<file path="src/rtl/i2cm_pkg.sv">
package i2cm_pkg;

  localparam int WRITE_DEPTH = 16;
  localparam int WQ_PTR_W    = $clog2(WRITE_DEPTH + 1);
  localparam int WQ_IDX_W    = (WRITE_DEPTH > 1) ? $clog2(WRITE_DEPTH) : 1;

  localparam logic [15:0] HALF_PERIOD_RESET = 16'd100;

  typedef enum logic [1:0] {
    CMD_TICK  = 2'd0,
    CMD_QUEUE = 2'd1,
    CMD_BEGIN = 2'd2,
    CMD_NONE  = 2'd3
  } cmd_t;

  localparam logic [1:0] KIND_READ    = 2'd0;
  localparam logic [1:0] KIND_WRITE   = 2'd1;
  localparam logic [1:0] KIND_RESTART = 2'd2;

  typedef enum logic [4:0] {
    PH_IDLE       = 5'd0,
    PH_START_A    = 5'd1,
    PH_START_B    = 5'd2,
    PH_START_C    = 5'd3,
    PH_WR_LOW     = 5'd4,
    PH_WR_HIGH    = 5'd5,
    PH_WR_TAIL    = 5'd6,
    PH_WR_ACK     = 5'd7,
    PH_WR_AFTER   = 5'd8,
    PH_RS_A       = 5'd9,
    PH_RS_B       = 5'd10,
    PH_RS_C       = 5'd11,
    PH_RS_D       = 5'd12,
    PH_RD_STRETCH = 5'd13,
    PH_RD_HIGH    = 5'd14,
    PH_RD_LOW     = 5'd15,
    PH_RD_ACK_A   = 5'd16,
    PH_RD_ACK_B   = 5'd17,
    PH_RD_ACK_C   = 5'd18,
    PH_ST_A       = 5'd19,
    PH_ST_B       = 5'd20,
    PH_ST_C       = 5'd21
  } phase_t;

  typedef enum logic [1:0] {
    ROLE_ADDR_W = 2'd0,
    ROLE_DATA   = 2'd1,
    ROLE_ADDR_R = 2'd2
  } role_t;

  typedef enum logic [1:0] {
    AA_STOP    = 2'd0,
    AA_READ    = 2'd1,
    AA_WRITE   = 2'd2,
    AA_RESTART = 2'd3
  } after_ack_t;

  typedef struct packed {
    logic [1:0]  command;
    logic        scl_in;
    logic        sda_in;
    logic [7:0]  data_byte;
    logic [6:0]  target_address;
    logic [1:0]  kind;
    logic [15:0] read_count;
  } req_item_t;

  typedef struct packed {
    logic       scl_low;
    logic       sda_low;
    logic       busy_res;
    logic       read_valid;
    logic [7:0] read_byte;
    logic       done_res;
    logic       status;
  } rsp_item_t;

  typedef struct packed {
    logic push;
    logic pop;
    logic rewind;
    logic flush;
  } wq_ctrl_t;

endpackage

</file>
<file path="src/rtl/i2cm_if.sv">
interface i2cm_req_if
  import i2cm_pkg::*;
  ();
  logic      valid;
  logic      ready;
  req_item_t payload;

  modport source (output valid, output payload, input ready);
  modport sink (input valid, input payload, output ready);
endinterface

interface i2cm_rsp_if
  import i2cm_pkg::*;
  ();
  logic      valid;
  logic      ready;
  rsp_item_t payload;

  modport source (output valid, output payload, input ready);
  modport sink (input valid, input payload, output ready);
endinterface

</file>
<file path="src/rtl/i2c_bus_master_core.sv">
// I2C bus master core, stepped one bus tick per request beat.
// req channel: each beat is a command. A tick carries the sampled SCL and
// SDA levels and advances the bus sequencer by one time step; a queue
// beat stores a write byte and a begin beat starts a transfer (both only
// while idle). half_period_ticks (cfg_we/cfg_data) sets each bus delay.
// rsp channel: exactly one beat per request beat: line drives after the
// step (1 pulls low), busy, a completed read byte and end-of-transfer
// status.
// A request beat lands in the input register, is processed once the
// output register is free and its response beat is registered there.
// Throughput is one beat per cycle while rsp does not stall, set by the
// combinational sequencer update between input and output registers.
// Reset: sequencer idle, both lines released, write queue empty,
// half_period_ticks = 100.
// When rsp stalls the pending response is held, one more request beat is
// taken into the input register, then req.ready drops until rsp drains.
module i2c_bus_master_core
  import i2cm_pkg::*;
(
  input  logic        clk,
  input  logic        rst,
  i2cm_req_if.sink    req,
  i2cm_rsp_if.source  rsp,
  input  logic        cfg_we,
  input  logic [15:0] cfg_data
);

  logic [15:0] half_period_ticks;
  logic        in_valid;
  req_item_t   in_item;
  logic        out_valid;
  rsp_item_t   out_item;
  logic        out_free;
  logic        step;
  rsp_item_t   step_result;

  assign out_free    = !out_valid || rsp.ready;
  assign step        = in_valid && out_free;
  assign req.ready   = !in_valid || out_free;
  assign rsp.valid   = out_valid;
  assign rsp.payload = out_item;

  always_ff @(posedge clk) begin
    if (rst) begin
      half_period_ticks <= HALF_PERIOD_RESET;
    end else if (cfg_we) begin
      half_period_ticks <= cfg_data;
    end
  end

  always_ff @(posedge clk) begin
    if (rst) begin
      in_valid <= 1'b0;
    end else if (req.valid && req.ready) begin
      in_valid <= 1'b1;
    end else if (step) begin
      in_valid <= 1'b0;
    end
  end

  always_ff @(posedge clk) begin
    if (req.valid && req.ready) begin
      in_item <= req.payload;
    end
  end

  always_ff @(posedge clk) begin
    if (rst) begin
      out_valid <= 1'b0;
    end else if (step) begin
      out_valid <= 1'b1;
    end else if (rsp.ready) begin
      out_valid <= 1'b0;
    end
  end

  always_ff @(posedge clk) begin
    if (step) begin
      out_item <= step_result;
    end
  end

  i2cm_engine u_engine (
    .clk               (clk),
    .rst               (rst),
    .step              (step),
    .item              (in_item),
    .half_period_ticks (half_period_ticks),
    .result            (step_result)
  );

endmodule

</file>
<file path="src/rtl/i2cm_wqueue.sv">
module i2cm_wqueue
  import i2cm_pkg::*;
(
  input  logic       clk,
  input  logic       rst,
  input  wq_ctrl_t   ctrl,
  input  logic [7:0] wr_byte,
  output logic [7:0] head,
  output logic       has_data
);

  logic [7:0]          mem [WRITE_DEPTH];
  logic [WQ_PTR_W-1:0] fill;
  logic [WQ_PTR_W-1:0] pointer;
  logic                full;

  assign full     = (fill == WQ_PTR_W'(WRITE_DEPTH));
  assign has_data = (pointer < fill);
  assign head     = mem[pointer[WQ_IDX_W-1:0]];

  always_ff @(posedge clk) begin
    if (ctrl.push && !full) begin
      mem[fill[WQ_IDX_W-1:0]] <= wr_byte;
    end
  end

  always_ff @(posedge clk) begin
    if (rst) begin
      fill    <= '0;
      pointer <= '0;
    end else if (ctrl.flush) begin
      fill    <= '0;
      pointer <= '0;
    end else begin
      if (ctrl.push && !full) begin
        fill <= fill + WQ_PTR_W'(1);
      end
      if (ctrl.rewind) begin
        pointer <= '0;
      end else if (ctrl.pop) begin
        pointer <= pointer + WQ_PTR_W'(1);
      end
    end
  end

endmodule

</file>
<file path="src/rtl/i2cm_engine.sv">
module i2cm_engine
  import i2cm_pkg::*;
(
  input  logic        clk,
  input  logic        rst,
  input  logic        step,
  input  req_item_t   item,
  input  logic [15:0] half_period_ticks,
  output rsp_item_t   result
);

  phase_t      phase, phase_next;
  logic [15:0] delay_counter, delay_counter_next;
  logic [3:0]  bit_counter, bit_counter_next;
  logic [7:0]  shift_byte, shift_byte_next;
  logic [15:0] reads_left, reads_left_next;
  logic [6:0]  saved_address, saved_address_next;
  logic [1:0]  saved_kind, saved_kind_next;
  logic        scl_drv, scl_drv_next;
  logic        sda_drv, sda_drv_next;
  logic        ack_seen, ack_seen_next;
  role_t       byte_role, byte_role_next;

  wq_ctrl_t    wq_ctrl;
  logic [7:0]  wq_head;
  logic        wq_has_data;

  logic        tick, idle, fire;
  logic        do_queue, do_begin;
  logic [15:0] limit, cnt_inc, reads_dec;
  logic [3:0]  bit_inc;
  logic [7:0]  shifted, addr_byte;
  after_ack_t  aa;

  i2cm_wqueue u_wqueue (
    .clk      (clk),
    .rst      (rst),
    .ctrl     (wq_ctrl),
    .wr_byte  (item.data_byte),
    .head     (wq_head),
    .has_data (wq_has_data)
  );

  assign tick      = (cmd_t'(item.command) == CMD_TICK);
  assign idle      = (phase == PH_IDLE);
  assign do_queue  = idle && (cmd_t'(item.command) == CMD_QUEUE);
  assign do_begin  = idle && (cmd_t'(item.command) == CMD_BEGIN);
  assign limit     = (half_period_ticks == 16'd0) ? 16'd1 : half_period_ticks;
  assign cnt_inc   = delay_counter + 16'd1;
  assign fire      = tick && !idle && (phase != PH_RD_STRETCH) && (cnt_inc >= limit);
  assign bit_inc   = bit_counter + 4'd1;
  assign shifted   = {shift_byte[6:0], 1'b0};
  assign reads_dec = reads_left - 16'd1;
  assign addr_byte = {saved_address, saved_kind == KIND_READ};

  always_comb begin
    if (!ack_seen) begin
      aa = AA_STOP;
    end else if (byte_role == ROLE_ADDR_R || saved_kind == KIND_READ) begin
      aa = (reads_left != 16'd0) ? AA_READ : AA_STOP;
    end else if (wq_has_data) begin
      aa = AA_WRITE;
    end else if (saved_kind == KIND_RESTART) begin
      aa = AA_RESTART;
    end else begin
      aa = AA_STOP;
    end
  end

  // phase sequencing
  always_comb begin
    phase_next = phase;
    if (tick && phase == PH_RD_STRETCH) begin
      if (item.scl_in) begin
        phase_next = PH_RD_HIGH;
      end
    end else if (fire) begin
      unique case (phase)
        PH_START_A:  phase_next = PH_START_B;
        PH_START_B:  phase_next = PH_START_C;
        PH_START_C:  phase_next = PH_WR_LOW;
        PH_WR_LOW:   phase_next = PH_WR_HIGH;
        PH_WR_HIGH:  phase_next = (bit_inc < 4'd8) ? PH_WR_LOW : PH_WR_TAIL;
        PH_WR_TAIL:  phase_next = PH_WR_ACK;
        PH_WR_ACK:   phase_next = PH_WR_AFTER;
        PH_WR_AFTER: begin
          unique case (aa)
            AA_STOP:    phase_next = PH_ST_A;
            AA_READ:    phase_next = PH_RD_STRETCH;
            AA_WRITE:   phase_next = PH_WR_LOW;
            AA_RESTART: phase_next = PH_RS_A;
            default:    phase_next = PH_ST_A;
          endcase
        end
        PH_RS_A:     phase_next = PH_RS_B;
        PH_RS_B:     phase_next = PH_RS_C;
        PH_RS_C:     phase_next = PH_RS_D;
        PH_RS_D:     phase_next = PH_WR_LOW;
        PH_RD_HIGH:  phase_next = PH_RD_LOW;
        PH_RD_LOW:   phase_next = (bit_inc < 4'd8) ? PH_RD_STRETCH : PH_RD_ACK_A;
        PH_RD_ACK_A: phase_next = PH_RD_ACK_B;
        PH_RD_ACK_B: phase_next = PH_RD_ACK_C;
        PH_RD_ACK_C: phase_next = (reads_dec != 16'd0) ? PH_RD_STRETCH : PH_ST_A;
        PH_ST_A:     phase_next = PH_ST_B;
        PH_ST_B:     phase_next = PH_ST_C;
        PH_ST_C:     phase_next = PH_IDLE;
        default:     phase_next = phase;
      endcase
    end else if (do_begin) begin
      phase_next = PH_START_A;
    end
  end

  // datapath and result
  always_comb begin
    delay_counter_next = delay_counter;
    bit_counter_next   = bit_counter;
    shift_byte_next    = shift_byte;
    reads_left_next    = reads_left;
    saved_address_next = saved_address;
    saved_kind_next    = saved_kind;
    scl_drv_next       = scl_drv;
    sda_drv_next       = sda_drv;
    ack_seen_next      = ack_seen;
    byte_role_next     = byte_role;
    wq_ctrl            = '0;
    result             = '0;

    if (tick && phase == PH_RD_STRETCH) begin
      if (item.scl_in) begin
        delay_counter_next = '0;
      end
    end else if (tick && !idle) begin
      delay_counter_next = fire ? 16'd0 : cnt_inc;
    end

    if (fire) begin
      unique case (phase)
        PH_START_A: sda_drv_next = 1'b1;
        PH_START_B: scl_drv_next = 1'b1;
        PH_START_C: begin
          shift_byte_next  = addr_byte;
          bit_counter_next = '0;
          scl_drv_next     = 1'b1;
          sda_drv_next     = ~addr_byte[7];
          byte_role_next   = (saved_kind == KIND_READ) ? ROLE_ADDR_R : ROLE_ADDR_W;
        end
        PH_WR_LOW: scl_drv_next = 1'b0;
        PH_WR_HIGH: begin
          scl_drv_next     = 1'b1;
          shift_byte_next  = shifted;
          bit_counter_next = bit_inc;
          if (bit_inc < 4'd8) begin
            sda_drv_next = ~shifted[7];
          end
        end
        PH_WR_TAIL: begin
          scl_drv_next = 1'b0;
          sda_drv_next = 1'b0;
        end
        PH_WR_ACK: begin
          ack_seen_next = ~item.sda_in;
          scl_drv_next  = 1'b1;
        end
        PH_WR_AFTER: begin
          unique case (aa)
            AA_STOP: sda_drv_next = 1'b1;
            AA_READ: begin
              shift_byte_next  = '0;
              bit_counter_next = '0;
              scl_drv_next     = 1'b0;
              sda_drv_next     = 1'b0;
            end
            AA_WRITE: begin
              wq_ctrl.pop      = 1'b1;
              shift_byte_next  = wq_head;
              bit_counter_next = '0;
              scl_drv_next     = 1'b1;
              sda_drv_next     = ~wq_head[7];
              byte_role_next   = ROLE_DATA;
            end
            AA_RESTART: sda_drv_next = 1'b0;
            default:    sda_drv_next = 1'b1;
          endcase
        end
        PH_RS_A: scl_drv_next = 1'b0;
        PH_RS_B: sda_drv_next = 1'b1;
        PH_RS_C: scl_drv_next = 1'b1;
        PH_RS_D: begin
          shift_byte_next  = {saved_address, 1'b1};
          bit_counter_next = '0;
          scl_drv_next     = 1'b1;
          sda_drv_next     = ~saved_address[6];
          byte_role_next   = ROLE_ADDR_R;
        end
        PH_RD_HIGH: begin
          shift_byte_next = {shift_byte[6:0], item.sda_in};
          scl_drv_next    = 1'b1;
        end
        PH_RD_LOW: begin
          bit_counter_next = bit_inc;
          if (bit_inc < 4'd8) begin
            scl_drv_next = 1'b0;
          end else begin
            sda_drv_next = (reads_left > 16'd1);
          end
        end
        PH_RD_ACK_A: scl_drv_next = 1'b0;
        PH_RD_ACK_B: scl_drv_next = 1'b1;
        PH_RD_ACK_C: begin
          result.read_valid = 1'b1;
          result.read_byte  = shift_byte;
          reads_left_next   = reads_dec;
          if (reads_dec != 16'd0) begin
            shift_byte_next  = '0;
            bit_counter_next = '0;
            scl_drv_next     = 1'b0;
            sda_drv_next     = 1'b0;
          end else begin
            sda_drv_next = 1'b1;
          end
        end
        PH_ST_A: scl_drv_next = 1'b0;
        PH_ST_B: sda_drv_next = 1'b0;
        PH_ST_C: begin
          result.done_res = 1'b1;
          result.status   = ~ack_seen;
          wq_ctrl.flush   = 1'b1;
        end
        default: ;
      endcase
    end else if (do_queue) begin
      wq_ctrl.push = 1'b1;
    end else if (do_begin) begin
      saved_address_next = item.target_address;
      saved_kind_next    = item.kind;
      reads_left_next    = item.read_count;
      ack_seen_next      = 1'b0;
      scl_drv_next       = 1'b0;
      sda_drv_next       = 1'b0;
      delay_counter_next = '0;
      wq_ctrl.rewind     = 1'b1;
    end

    if (!step) begin
      wq_ctrl = '0;
    end

    result.scl_low  = scl_drv_next;
    result.sda_low  = sda_drv_next;
    result.busy_res = (phase_next != PH_IDLE);
  end

  always_ff @(posedge clk) begin
    if (rst) begin
      phase         <= PH_IDLE;
      delay_counter <= '0;
      bit_counter   <= '0;
      shift_byte    <= '0;
      reads_left    <= '0;
      saved_address <= '0;
      saved_kind    <= '0;
      scl_drv       <= 1'b0;
      sda_drv       <= 1'b0;
      ack_seen      <= 1'b0;
      byte_role     <= ROLE_ADDR_W;
    end else if (step) begin
      phase         <= phase_next;
      delay_counter <= delay_counter_next;
      bit_counter   <= bit_counter_next;
      shift_byte    <= shift_byte_next;
      reads_left    <= reads_left_next;
      saved_address <= saved_address_next;
      saved_kind    <= saved_kind_next;
      scl_drv       <= scl_drv_next;
      sda_drv       <= sda_drv_next;
      ack_seen      <= ack_seen_next;
      byte_role     <= byte_role_next;
    end
  end

endmodule

</file>
<file path="src/flat_wrapper.sv">
// flat-port wrapper written by rule: the top's interface ports become plain ports
module i2c_bus_master_core_flat import i2cm_pkg::*;
  (clk, rst, cfg_we, cfg_data, req_valid, req_payload, req_ready, rsp_valid, rsp_payload, rsp_ready);
  i2cm_req_if req_i ();
  i2cm_rsp_if rsp_i ();
  input  logic clk;
  input  logic rst;
  input  logic cfg_we;
  input  logic [15:0] cfg_data;
  input wire logic [$bits(req_i.valid)-1:0] req_valid;
  input wire logic [$bits(req_i.payload)-1:0] req_payload;
  output wire logic [$bits(req_i.ready)-1:0] req_ready;
  output wire logic [$bits(rsp_i.valid)-1:0] rsp_valid;
  output wire logic [$bits(rsp_i.payload)-1:0] rsp_payload;
  input wire logic [$bits(rsp_i.ready)-1:0] rsp_ready;
  assign req_i.valid = req_valid;
  assign req_i.payload = req_payload;
  assign req_ready = req_i.ready;
  assign rsp_valid = rsp_i.valid;
  assign rsp_payload = rsp_i.payload;
  assign rsp_i.ready = rsp_ready;
  i2c_bus_master_core u_core (.clk(clk), .rst(rst), .req(req_i), .rsp(rsp_i), .cfg_we(cfg_we), .cfg_data(cfg_data));
endmodule
</file>
<file path="config.mk">
export PLATFORM = sky130hd
export DESIGN_NAME = i2c_bus_master_core_flat
export DESIGN_NICKNAME = d
export VERILOG_FILES = /design/src/rtl/i2cm_pkg.sv /design/src/rtl/i2cm_if.sv /design/src/rtl/i2c_bus_master_core.sv /design/src/rtl/i2cm_wqueue.sv /design/src/rtl/i2cm_engine.sv /design/src/flat_wrapper.sv
export SDC_FILE = /design/constraint.sdc
export NUM_CORES = 1
export LEC_CHECK = 0
export ABC_AREA = 0
export ABC_CLOCK_PERIOD_IN_PS = 7970
export BUFFER_PORTS_ARGS = -buffer_cell sky130_fd_sc_hd__buf_2
export CORE_MARGIN = 3
export CORE_UTILIZATION = 65
export CTS_CLUSTER_DIAMETER = 50
export CTS_CLUSTER_SIZE = 8
export DETAILED_ROUTE_END_ITERATION = 10
export PLACE_DENSITY = 0.84
export RECOVER_POWER = 100
export SLEW_MARGIN = 0
export SYNTH_ARGS = -nofsm -noshare
export SYNTH_HDL_FRONTEND = slang
export SYNTH_HIERARCHICAL = 1
export SYNTH_SLANG_ARGS = --single-unit
</file>
<file path="constraint.sdc">
create_clock -name clk -period 7.97 [get_ports clk]
set_input_delay 1.594 -clock clk [delete_from_list [all_inputs] [get_ports clk]]
set_output_delay 1.594 -clock clk [all_outputs]
set_load 0.005 [all_outputs]
</file>
# Word level (Yosys, flattened, before mapping)
# Memory sizes are Yosys's and may differ from the RTL's. A register that Yosys moved wholly into a read port is not among the register bits.
# Index checks and enable logic that the tools add are counted.
[word_totals] regBits=142 ram_bits=128 input_bits=58 output_inout_bits=16 elab_cells=207 mem_count=1
[classes] addsub=5 magnitude_cmp=4 n_eq_ne=37 muxes=75 bitwise=7 n_reduce_logical=48
[memory_table] name="u_core.u_engine.u_wqueue.mem" depth=16 width=8 read_ports=1 rd_ports_with_merged_regs=1 wr=1 line="i2cm_wqueue.sv:12" text="logic [7:0] mem [WRITE_DEPTH];"
[ops] op="16-bit two-way mux" count=12
[ops] op="5-bit case mux with 19 select lines" count=1
[ops] op="8-bit case mux with 6 select lines" count=1
[ops] op="5-bit by 4-bit equality test with 1-bit output, second input constant" count=8
[ops] op="5-bit equality test, second input constant" count=7
[ops] op="1-bit two-way mux" count=32
[ops] op="16-bit nonzero test" count=2
[ops] op="5-bit two-way mux" count=6
[ops] op="5-bit by 3-bit equality test with 1-bit output, second input constant" count=4
[ops] op="4-bit two-way mux" count=5
[ops] op="5-bit case mux with 4 select lines" count=1
[ops] op="16-bit by 1-bit adder with 16-bit output, second input constant" count=1
[ops] op="16-bit >= comparator" count=1
[ops] op="16-bit by 1-bit greater-than comparator with 1-bit output, second input constant" count=1
[ops] op="16-bit zero test" count=1
[ops] op="2-bit two-way mux" count=8
[ops] op="4-bit case mux with 4 select lines" count=1
[ops] op="8-bit case mux with 2 select lines" count=1
[ops] op="4-bit AND reduction" count=4
[ops] op="16-bit by 1-bit subtractor with 16-bit output, second input constant" count=1
[ops] op="2-bit OR reduction" count=7
[ops] op="5-bit by 1-bit adder with 5-bit output, second input constant" count=2
[ops] op="2-bit equality test, second input constant" count=5
[ops] op="5-bit by 2-bit equality test with 1-bit output, second input constant" count=2
[ops] op="other kinds (32)" count=62

# Longest topological paths before layout
[depth] depth_word=13 mapped_depth=19 ltp_nobuf=17

# Hierarchy
# Netlist, hierarchy kept.
[modules_own_cells] mod="i2cm_wqueue" n_inst=1 cells_per_inst=295 area_each_um2=5641.7 seq_area_each_um2=4124.0
[modules_own_cells] mod="i2cm_engine" n_inst=1 cells_per_inst=699 area_each_um2=5033.6 seq_area_each_um2=1261.2
[modules_own_cells] mod="i2c_bus_master_core" n_inst=1 cells_per_inst=113 area_each_um2=2200.9 seq_area_each_um2=1891.8

# Worst setup path after synthesis
# OpenSTA, ideal clock, no wires.
[synth_path] kind="input to register" startpoint="in rsp_ready" endpoint="mem u_core.u_engine.u_wqueue.mem[1][0] (enable)" setup_time_ns=0.371 t_arrival_ns=3.778 required_ns=7.599 setup_slack_ns=3.821 path_stages=9 n_path_buf=3 cell_sequence="nand2b_1 and2_1 clkbuf_1 buf_1 nand2_1 nor3_1 buf_2 o2111ai_1 nor2_1"
[synth_rtl] element="start: declaration" line="flat_wrapper.sv:15" text="input wire logic [$bits(rsp_i.ready)-1:0] rsp_ready;"
[synth_rtl] element="end: declaration" line="i2cm_wqueue.sv:12"

==> results.toml <==
[outcome]
status = "finished with violations"
violations = "max-capacitance violations, max-slew violations"

[timing]
worst_pin_slew_ns = 3.18
timing.fmax_mhz = 189
hold_violations = 0
rsz0062_at_grt = "no"
setup_viol = 0
finalCritPeriodShare_pct = 66.4
max-slew-margin-rel_pct = -112
tns_ns = 0
fin_crit_ns = 5.30
finClkSkew_ns = 0.0207
final_max_slew_viol_count = 144

[worst_setup_path]
max_stage_delay_ns = 1.30
cp.required_ns = 8.09
crit_slowest_cell = "clkbuf_1"
ff2ff_path_depth = 18
cp_top_family = "simple AND/OR/NAND/NOR gates"
critical_path_class = "in -> reg"
critPathBufInv = 2
path_max_fanout = 36
end_kind = "flop"
r2r_start = "u_core/u_engine/delay_counter[0]"
r2r_end = "u_core/u_engine/u_wqueue/pointer[4]"
cp.arrival_ns = 5.42
crit_top_cell = "nand2_1"
r2r_slack_ns = 2.72
path_cells = "buf_2 -> nand2b_1 -> and2_0 -> clkbuf_1 -> nand2_1 -> nor3_1 -> nand2_1 -> nor2_1"
worst_setup_path_start_kind = "primary input"

[place]
place.gp.congestion = 0.931
dpl.hpwl_microns = 19000
portBuffers = 73

[power_and_ir_drop]
p_per_area_nw_per_um2 = 229
leakagePower_nw = 5.25
vdd_drop_max_mv = 0.226

[hold_path]
min_from = "u_core/in_valid"
min_path_type = "reg -> reg"
holdPathStages = 2
hold-path-endpoint = "u_core/rsp.valid"

[grt]
antenna_found_initial = 1
grt-ovfl-total = 0
grt_first_pass_wirelength_microns = 48400
grt_max_degree = 69
gr-usage-all-layers_pct = 28.2
grt_pass1_vias = 9035

[floorplanning]
die_area_sq_um = 21500
io_pins = 74
core_sq_um = 19100
rows = 50
die_w_microns = 147
start_util_pct = 67.5
die_h_microns = 147

[drt]
wire_per_inst_microns = 21.1
drc = 0
antenna_left = 0
dr.pass1.iters = 6
drt_iter0_drc = 1068
wirelength_microns = 30900
viasPerCell = 6.42
route.vias.total = 9391

[clock_tree]
clockBufferDepth = 3
numCtsBuffers = 41
cts_tree = "done"
root_buffer = "clkbuf_16"
cts_setup_buffers = 0
clock-sinks = 274
insertion_delay_ns = 0.52
clkTransAtPathRegs_ns = 0.05
htreeDepth = 2
postCtsHoldBufs = 0
cts_resized = 0

[layout]
multi_input_area_sq_um = 5080
syn_to_final_growth_pct = 12.9
fill_cells = 1243
final_util_pct = 76.2
drive_gt1_share_pct = 12.9
ff_latch_area_sq_um = 7280
nNetsFinal = 1261
n_antenna_cell = 0

[run]
maxCapViolations = 3

[synth]
yosys-top-cells-count = "edfxtp_1 (179), nor2_1 (118), dfxtp_1 (95)"
yosysSeqAreaShare_pct = 56.5
syn_area_per_cell_sq_um = 11.6
syn_inst = 1107
synthDistinctLibCells = 78
synth_area_leaders = "edfxtp_1 (42%), dfxtp_1 (15%), nor2_1 (3.4%)"
synth_edf_count = 179
syn_nets = 1197
yosysMostFrequentCell = "edfxtp_1"
yosys_register_bits = 274
synth_async_sr_flop_share_pct = 0
synthesis.area_sq_um = 12900
synth_warnings = 6
synth_ff_type = "edfxtp_1"
yosysTopAreaCellShare_pct = 41.7
yosys.area.top_type = "edfxtp_1"
[per-layer routing]
layer  global-route usage (%)  vias to the layer above  part of all wire, %
met3                     5.34                      112                  9.8
met5                        0                        -                0.042
met1                     39.8                     4449                   41
met4                     10.6                        2                  3.8
li1                         -                     4269                    -
met2                     44.1                      559                   46
[cell families (layout without fill, tap and decap cells)]
logic type | count (synthesis) | in the layout | synth area share (%)
compound gates | 240 | 240 | 12.0
xor+xnor | 24 | 24 | 1.63
mux | 72 | 72 | 9.15
fa+ha+maj | 32 | 32 | 3.11
buf+inv | 112 | 208 | 4.01
simple gates | 353 | 353 | 13.6
flops | 274 | 274 | 56.5
[layout by cell type (no fill, tap or decap), types with 4 or more instances in the layout]
cell type,synthesis,routed
and2_0,1,10
nand4_1,7,7
nand3_1,26,27
a211o_1,6,6
a211oi_1,13,13
clkbuf_1,34,42
nor2b_1,15,15
and2_1,14,5
and3_1,17,17
a21oi_1,59,59
or3_1,7,8
clkbuf_16,0,42
nor4_1,11,11
nand3b_1,5,5
o21ai_0,61,61
xnor2_1,14,14
xor2_1,10,10
ha_1,32,32
buf_2,10,62
mux4_2,18,18
mux2i_1,36,36
o22ai_1,4,4
o21a_1,5,5
mux4_1,14,14
nand2b_1,11,11
nor2_1,118,118
a22oi_1,31,31
or2_2,4,4
a21o_1,9,9
buf_4,3,8
inv_1,48,48
edfxtp_1,179,179
nand2_1,70,70
a22o_1,9,9
or4_1,4,4
dfxtp_1,95,94
nor3_1,25,25
a31oi_1,8,8
[power by group]
part	leakage (nW)	total [mW]	switching, mW	internal [mW]
clock	0.599	1.64	0.600	1.03
sequential	2.41	1.57	0.0257	1.54
combinational	2.24	0.127	0.0785	0.0483
total	5.25	3.33	0.705	2.63
[how the worst max path moves through the flow]
| stage | depth (start not counted) | slack, ns | to | from |
|---|---|---|---|---|
| after global placement | 14 | 3.61 | flop | u_core/u_engine/delay_counter[0] |
| after CTS | 18 | 3.37 | u_core/u_engine/u_wqueue/pointer[4] | u_core/u_engine/delay_counter[0] |
| after global routing | 18 | 2.31 | u_core/u_engine/u_wqueue/pointer[4] | u_core/u_engine/delay_counter[0] |
| final | 8 | 2.67 | u_core/u_engine/u_wqueue/mem[5][4] | rsp_ready |
| after floorplan | 9 | 3.82 | u_core/u_engine/u_wqueue/mem[1][0] | rsp_ready |
| after detailed placement | 8 | 3.45 | u_core/u_engine/u_wqueue/mem[1][3] | rsp_ready |
[sequential cells by signal, indices dropped and copies added, names as in the netlist, 4 cells and up, named ones only]
signal and count:
u_core/u_engine/shift_byte 8, u_core/u_engine/delay_counter 16, u_core/u_engine/bit_counter 4, u_core/u_engine/u_wqueue/fill 5, u_core/u_engine/phase 5, u_core/u_engine/u_wqueue/mem 128
u_core/u_engine/reads_left 16, u_core/u_engine/saved_address 7, u_core/in_item 37, u_core/u_engine/u_wqueue/pointer 5, u_core/half_period_ticks 16, u_core/rsp.payload 14
[worst register-to-register path, stage by stage (launching register included)]
cell,delay [ns]
dfxtp_1,0.40
ha_1,0.28
and3_1,0.20
and3_1,0.25
nand3_1,0.19
nor2_1,0.22
nand2_1,0.09
xnor2_1,0.15
ha_1,0.28
nand2_1,0.06
o21ai_0,0.22
and2_0,0.30
nand2_1,0.27
nand2_1,0.43
clkbuf_1,0.84
and3_1,0.47
nand4_1,0.20
xor2_1,0.21
nor2_1,0.06
[metrics by stage]
step	worst slack [ns]	hold WS (ns)	instances	instance area (sq um)	power, mW
floorplan	3.82	0.434	1107	12900	1.67
global placement	3.61	0.453	1388	13300	1.71
detailed placement	3.45	0.455	1388	13300	1.72
CTS	3.37	0.458	1463	14600	3.35
global route	2.31	0.501	1463	14500	3.43
finish	2.67	0.462	1463	14500	3.33
[cell type report]
| type | instances | share of cell area [%] |
|---|---|---|
| sequential | 274 | 50.1 |
| multi-input combinational | 721 | 34.9 |
| clock buffer | 71 | 8.11 |
| timing repair buffer | 85 | 2.93 |
| tap | 260 | 2.24 |
| inverter | 48 | 1.24 |
| clock inverter | 4 | 0.516 |
No activity file was read; power rests on OpenSTA's default activity.
